## src/matmul_then_dft2d_defines.svh

```systemverilog
`ifndef MATMUL_THEN_DFT2D_DEFINES_SVH
`define MATMUL_THEN_DFT2D_DEFINES_SVH
// Assertion helpers for the block.
`define MTD_ASSERT_IMPL(label, ante, cons) \
	label: assert property (@(posedge clk) disable iff (!arst_n) (ante) |-> (cons)) \
		else $error("assertion failed");
`define MTD_ASSERT_NEXT(label, ante, cons) \
	label: assert property (@(posedge clk) disable iff (!arst_n) (ante) |=> (cons)) \
		else $error("assertion failed");
`endif

```

## src/mtd_pkg.sv

```systemverilog
`default_nettype none
package mtd_pkg;
	localparam int DIM_LOG2 = 4;
	localparam int DIM = 1 << DIM_LOG2;
	localparam int CELLS = DIM * DIM;
	localparam int AW = 2 * DIM_LOG2;
	localparam int PW = 20;
	localparam int XW = 43;
	localparam int TW = 17;

	localparam logic [1:0] ACT_WRITE_A = 2'd0;
	localparam logic [1:0] ACT_WRITE_B = 2'd1;
	localparam logic [1:0] ACT_COMPUTE = 2'd2;
	localparam logic [1:0] ACT_READ = 2'd3;

	localparam logic KIND_ACK = 1'b0;
	localparam logic KIND_READ = 1'b1;

	typedef struct packed {
		logic mm_run;
		logic dft_run;
		logic [AW-1:0] out_addr;
		logic [AW-1:0] in_addr;
		logic [DIM_LOG2-1:0] kk;
		logic first;
		logic last;
	} dp_cmd_t;

	function automatic logic signed [TW-1:0] quarter_sine(input logic [4:0] r);
		logic signed [TW-1:0] v;
		case (r)
			5'd0: v = 17'sd0;
			5'd1: v = 17'sd3212;
			5'd2: v = 17'sd6393;
			5'd3: v = 17'sd9512;
			5'd4: v = 17'sd12540;
			5'd5: v = 17'sd15447;
			5'd6: v = 17'sd18205;
			5'd7: v = 17'sd20788;
			5'd8: v = 17'sd23170;
			5'd9: v = 17'sd25330;
			5'd10: v = 17'sd27246;
			5'd11: v = 17'sd28899;
			5'd12: v = 17'sd30274;
			5'd13: v = 17'sd31357;
			5'd14: v = 17'sd32138;
			5'd15: v = 17'sd32610;
			default: v = 17'sd32768;
		endcase
		return v;
	endfunction

	// Sine of 2*pi*j/64 in Q1.15, saturated at +32767.
	function automatic logic signed [TW-1:0] sine64(input logic [5:0] j);
		logic [1:0] q;
		logic [3:0] r;
		logic signed [TW-1:0] v;
		q = j[5:4];
		r = j[3:0];
		v = q[0] ? quarter_sine(5'd16 - {1'b0, r}) : quarter_sine({1'b0, r});
		if (q[1]) v = -v;
		if (v > 17'sd32767) v = 17'sd32767;
		return v;
	endfunction
endpackage
`default_nettype wire

```

## src/mtd_ctrl.sv

```systemverilog
`default_nettype none
module mtd_ctrl import mtd_pkg::*; (
	input wire clk,
	input wire arst_n,
	input wire start,
	input wire [1:0] action,
	output logic busy,
	output dp_cmd_t cmd,
	output logic [AW-1:0] a_raddr,
	output logic [AW-1:0] b_raddr,
	output logic ack
);
	typedef enum logic [3:0] {
		ST_IDLE = 4'b0001,
		ST_MM = 4'b0010,
		ST_DFT = 4'b0100,
		ST_DRAIN = 4'b1000
	} state_t;

	state_t state_q;
	logic [AW-1:0] out_q;
	logic [AW-1:0] in_q;
	logic [DIM_LOG2-1:0] k_q;
	logic [2:0] drain_q;
	logic next_dft_q;
	logic in_last, k_last;

	assign in_last = &in_q;
	assign k_last = &k_q;
	assign busy = state_q != ST_IDLE;

	// Matrix product: out_q = {i,j}, k_q walks the inner index.
	assign a_raddr = {out_q[AW-1:DIM_LOG2], k_q};
	assign b_raddr = {k_q, out_q[DIM_LOG2-1:0]};

	always_comb begin
		cmd = '0;
		cmd.out_addr = out_q;
		cmd.in_addr = in_q;
		cmd.kk = k_q;
		if (state_q == ST_MM) begin
			cmd.mm_run = 1'b1;
			cmd.first = k_q == '0;
			cmd.last = k_last;
		end
		if (state_q == ST_DFT) begin
			cmd.dft_run = 1'b1;
			cmd.first = in_q == '0;
			cmd.last = in_last;
		end
	end

	always_ff @(posedge clk or negedge arst_n) begin
		if (!arst_n) begin
			state_q <= ST_IDLE;
			out_q <= '0; in_q <= '0; k_q <= '0; drain_q <= '0;
			next_dft_q <= 1'b0; ack <= 1'b0;
		end else begin
			ack <= 1'b0;
			case (state_q)
				ST_IDLE: begin
					if (start && action == ACT_COMPUTE) begin
						state_q <= ST_MM;
						out_q <= '0; k_q <= '0;
					end
				end
				ST_MM: begin
					k_q <= k_q + 1'b1;
					if (k_last) begin
						out_q <= out_q + 1'b1;
						if (&out_q) begin
							state_q <= ST_DRAIN;
							drain_q <= '0;
							next_dft_q <= 1'b1;
						end
					end
				end
				ST_DFT: begin
					in_q <= in_q + 1'b1;
					if (in_last) begin
						out_q <= out_q + 1'b1;
						if (&out_q) begin
							state_q <= ST_DRAIN;
							drain_q <= '0;
							next_dft_q <= 1'b0;
						end
					end
				end
				ST_DRAIN: begin
					drain_q <= drain_q + 1'b1;
					if (drain_q == 3'd4) begin
						if (next_dft_q) begin
							state_q <= ST_DFT;
							out_q <= '0; in_q <= '0;
						end else begin
							state_q <= ST_IDLE;
							ack <= 1'b1;
						end
					end
				end
				default: state_q <= ST_IDLE;
			endcase
		end
	end
endmodule
`default_nettype wire

```

## config.mk

```make
export PLATFORM = sky130hd
export DESIGN_NAME = mtd_ctrl
export DESIGN_NICKNAME = d
export VERILOG_FILES = /design/src/matmul_then_dft2d_defines.svh /design/src/mtd_pkg.sv /design/src/mtd_ctrl.sv
export SDC_FILE = /design/constraint.sdc
export NUM_CORES = 1
export LEC_CHECK = 0
export BUFFER_PORTS_ARGS = -buffer_cell sky130_fd_sc_hd__buf_4
export CAP_MARGIN = 20
export CELL_PAD_IN_SITES_DETAIL_PLACEMENT = 1
export CELL_PAD_IN_SITES_GLOBAL_PLACEMENT = 1
export CORE_MARGIN = 8
export CORE_UTILIZATION = 25
export CTS_CLUSTER_SIZE = 24
export DETAILED_ROUTE_END_ITERATION = 7
export PLACE_DENSITY = 0.65
export SLEW_MARGIN = 40
export SYNTH_ARGS = -nofsm -noshare
export SYNTH_HDL_FRONTEND = slang
export SYNTH_SLANG_ARGS = --single-unit
```

## constraint.sdc

```tcl
create_clock -name clk -period 5 [get_ports clk]
set_input_delay 1 -clock clk [delete_from_list [all_inputs] [get_ports clk]]
set_output_delay 1 -clock clk [all_outputs]
set_load 0.01 [all_outputs]
```

# == Word level (Yosys, flattened, before mapping) ==
# Cells that the tools add are included.
# word_totals
reg_bits,29
inputBits,5
output_inout_bits,42
elab_cells,74
# op_classes
n_addsub,4
eq_ne,14
mux,32
n_reduce_logical,17
# ops
cell,n
two-way mux 8 bit,5
case mux 8 bit (4 select lines),1
two-way mux 4 bit,6
"adder 8 x 1 -> 8 bit, second input constant",2
case mux 4 bit (4 select lines),1
case mux 8 bit (2 select lines),1
AND reduction 8 bit,2
two-way mux 3 bit,4
"inequality test 2 bit, second input constant",5
two-way mux 1 bit,9
case mux 3 bit (3 select lines),1
zero test 8 bit,1
case mux 4 bit (2 select lines),1
AND reduction 4 bit,2
AND reduction 3 bit,2
AND reduction 6 bit,1
nonzero test 2 bit,3
AND reduction 5 bit,1
"adder 4 x 1 -> 4 bit, second input constant",1
"== test 4 x 1 -> 1 bit, second input constant",1
"== test 4 x 2 -> 1 bit, second input constant",1
"== test 4 x 3 -> 1 bit, second input constant",1
"== test 4 bit, second input constant",1
zero test 4 bit,1
other kinds (11),13

# == Longest topological paths before layout ==
# depth
word_depth,4
ltp_mapped,8

# == Least setup slack after synthesis ==
# No wires, ideal clock.
# synth_path
path_kind,flip-flop to output port
startpoint,register state_q[2]
endpoint,output port cmd[1] (netlist name)
t_arrival_ps,1549
required_time_ps,4000
path_slack_ps,2451
path_stages_with_launch,5
path_cell_list,dfrtp_1 -> buf_2 -> or4b_1 -> buf_2 -> o41ai_1
# synth_lines
item,line_no,text
"start, declared",mtd_ctrl.sv:20,state_t state_q;
"start signal, assigned",mtd_ctrl.sv:55,state_q <= ST_IDLE;
"start signal, assigned",mtd_ctrl.sv:63,state_q <= ST_MM;
"start signal, assigned",mtd_ctrl.sv:72,state_q <= ST_DRAIN;
"end, declared",mtd_ctrl.sv:8,"output dp_cmd_t cmd,"

==> results.toml <==
[drt]
wire_per_inst_um = 15.6
via_per_inst = 4.83
drtIter0Drc = 61
dr.pass1.iters = 4
drc_errors = 0
dr_total_vias = 1648
wl_um = 5310
ant_nets = 0

[power_and_ir_drop]
power_density_nw_per_um2 = 400
ir_drop_v = 0.000104
p_leak_nw = 1.05

[sta]
setup-tns-final_ns = 0
setup_viol = 0
skew_ns = 0.0101
period_share_pct = 59.4
drv_slew = 0
worst_slack_ns = 2.03
holdWs_ns = 0.537
rsz0062_at_grt = "no"
worst_pin_slew_ns = 0.499
fmax_mhz = 337
slew-limit-headroom_pct = 66.7
timing.final.crit_period_ns = 2.97
hold_violations = 0

[global_route]
grt_remaining_overflow = 0
grt_first_pass_wirelength_um = 9110
antenna_found_initial = 0
grt_max_degree = 30
grt_pass1_vias = 1690
grt_usage_pct = 10.1

[logic_synthesis]
synthTopCellsByArea = "dfrtp_1, buf_4, ha_1"
yosysTopAreaCell = "dfrtp_1"
synth_cell_types = 53
postSynth.asyncResetShare_pct = 100
synth_edf_count = 0
syn_area_um2 = 1930
synth_seq_area_share_pct = 37.8
ys_ff_latch = 29
synthFlopType = "dfrtp_1"
yosys.area.top_type_share_pct = 36.4
synthCells = 208
ys_warn_count = 0
syn_area_per_cell_um2 = 9.26
syn-num-nets = 220

[final_layout]
final_cell_count_no_fill = 341
drive_gt1_share_pct = 30.5
fillers = 904
final_common_cell = "buf_4"
seq_area_um2 = 727
finish.net_count = 250
design_area_um2 = 2360
antennaDiodeCount = 0
layout_common_cells = "buf_4, dfrtp_1, nand2_1, inv_1, nand3_1"
multi_input_area_um2 = 960
syn2layout_area_growth_pct = 22.7

[cts]
postCtsSetupBuffers = 0
cts_tree = "done"
htree_levels = 2
clockBufferDepth = 2
clkSinkCount = 29
clock_latency_ns = 0.28
clk_pin_slew_ns = 0.07
cts.repair.resized = 0
root_buffer = "clkbuf_8"
cts-buffers-inserted = 5
hold_buffers = 0

[worst_hold_path]
hold_class = "flop to flop"
whs_path_depth = 1
hold_path_end = "drain_q[1]"
hp-start = "drain_q[1]"

[placed_design]
placed_cells = 333
routabilityCongestion = 0.733
dpl.hpwl_um = 3810
port_buffers = 46
pre_cts_ws_ns = 2.33
dpl_cell_area_um2 = 2250

[worst_setup_path]
cp_slowest_cell = "or4b_1"
worst_r2r_path_depth = 5
critPathKind = "flop to primary output"
reg2reg_from = "in_q[0]"
rr_endpoint = "out_q[1]"
cp-end-kind = "primary output"
critPathMaxFanout = 9
startpoint_type = "flop"
slowest_delay_ns = 0.70
cp.required_ns = 4.00
reg2reg_slack_ns = 2.86
arrival_ns = 1.97
crit_chain = "or4b_1, o41ai_1, buf_4"

[floorplanning]
die_w_um = 104
num_rows = 32
initial_core_util_pct = 25.3
core_um2 = 7610
fp.dieH_um = 104
ios = 47
die_area_um2 = 10800

[run]
cap_violations = 0

[run_status]
outcome = "finished, final reports clean"
through the flow:
stage,total power [W],utilization (%)
after floorplan,0.000597,-
after global placement,0.000694,29.5
after detailed placement,0.000700,29.5
after CTS,0.000964,31.1
after global routing,0.00101,31.1
final,0.000945,31.1
worst max-delay path, delay by kind of cell, from the launching register on:
kind | cells | cell delay, ns
simple gates | 1 | 0.70
compound gates | 1 | 0.33
flops | 1 | 0.47
buf+inv | 1 | 0.19
power by group:
part	internal (W)	switching, W
sequential	0.000273	0.0000661
combinational	0.000160	0.000190
clock	0.000162	0.0000939
total	0.000595	0.000350
cell families (layout without fill, tap and decap cells):
kind of cell | Yosys count | in the layout | synth area share (%)
buffers and inverters | 42 | 73 | 12.4
AND/OR/NAND/NOR | 79 | 79 | 23.1
adder cells (fa/ha/maj) | 7 | 7 | 4.55
XOR/XNOR | 2 | 2 | 0.910
flip-flops | 29 | 29 | 37.8
AO/OA/AOI/OAI | 44 | 44 | 18.6
multiplexers | 5 | 5 | 2.66
cell type report:
type / instances / area share, %
well taps: 102 / 5.40
clock inverters: 1 / 1.27
clock buffers: 7 / 3.65
multi-input cells: 137 / 40.6
flip-flops and latches: 29 / 30.8
inverters: 16 / 2.75
repair buffers: 49 / 15.6
Yosys cell counts (2+ instances only):
cell      instances
a21oi_1           4
a22o_1            3
a31oi_1           3
and3_1            2
and3b_1           2
buf_2             7
buf_4            16
clkbuf_1          2
dfrtp_1          28
ha_1              7
inv_1            15
mux2i_1           4
nand2_1          19
nand2b_1          4
nand3_1          15
nand4_1           8
nor2_1           11
nor2b_1           2
nor3_1            3
nor4_1            2
nor4b_2           4
o211ai_1          2
o21ai_0           8
o221ai_2          4
o31ai_1           4
or4_1             2
sequential cells by signal (all words and copies together), names as in the netlist:
| name | cells |
|---|---|
| k_q | 4 |
| next_dft_q | 1 |
| in_q | 8 |
| drain_q | 3 |
| state_q | 4 |
| out_q | 8 |
| ack | 1 |
worst max-delay path by stage:
stage          startpoint     end
2_1_floorplan  state_q[2]  cmd[1]
3_3_place_gp   state_q[3]  cmd[1]
3_5_place_dp   state_q[3]  cmd[1]
4_1_cts        state_q[3]  cmd[1]
5_1_grt        state_q[3]  cmd[1]
6_report       state_q[3]  cmd[1]
routing by layer:
layer  vias up  GRT usage [%]  wire length, µm
met4         0           4.86               95
li1        800              -                -
met1       814           12.9             2550
met3         6           2.73              210
met2        28           15.5             2450
met5         -              0                0
Note: power is estimated with default switching activity, not from simulation.
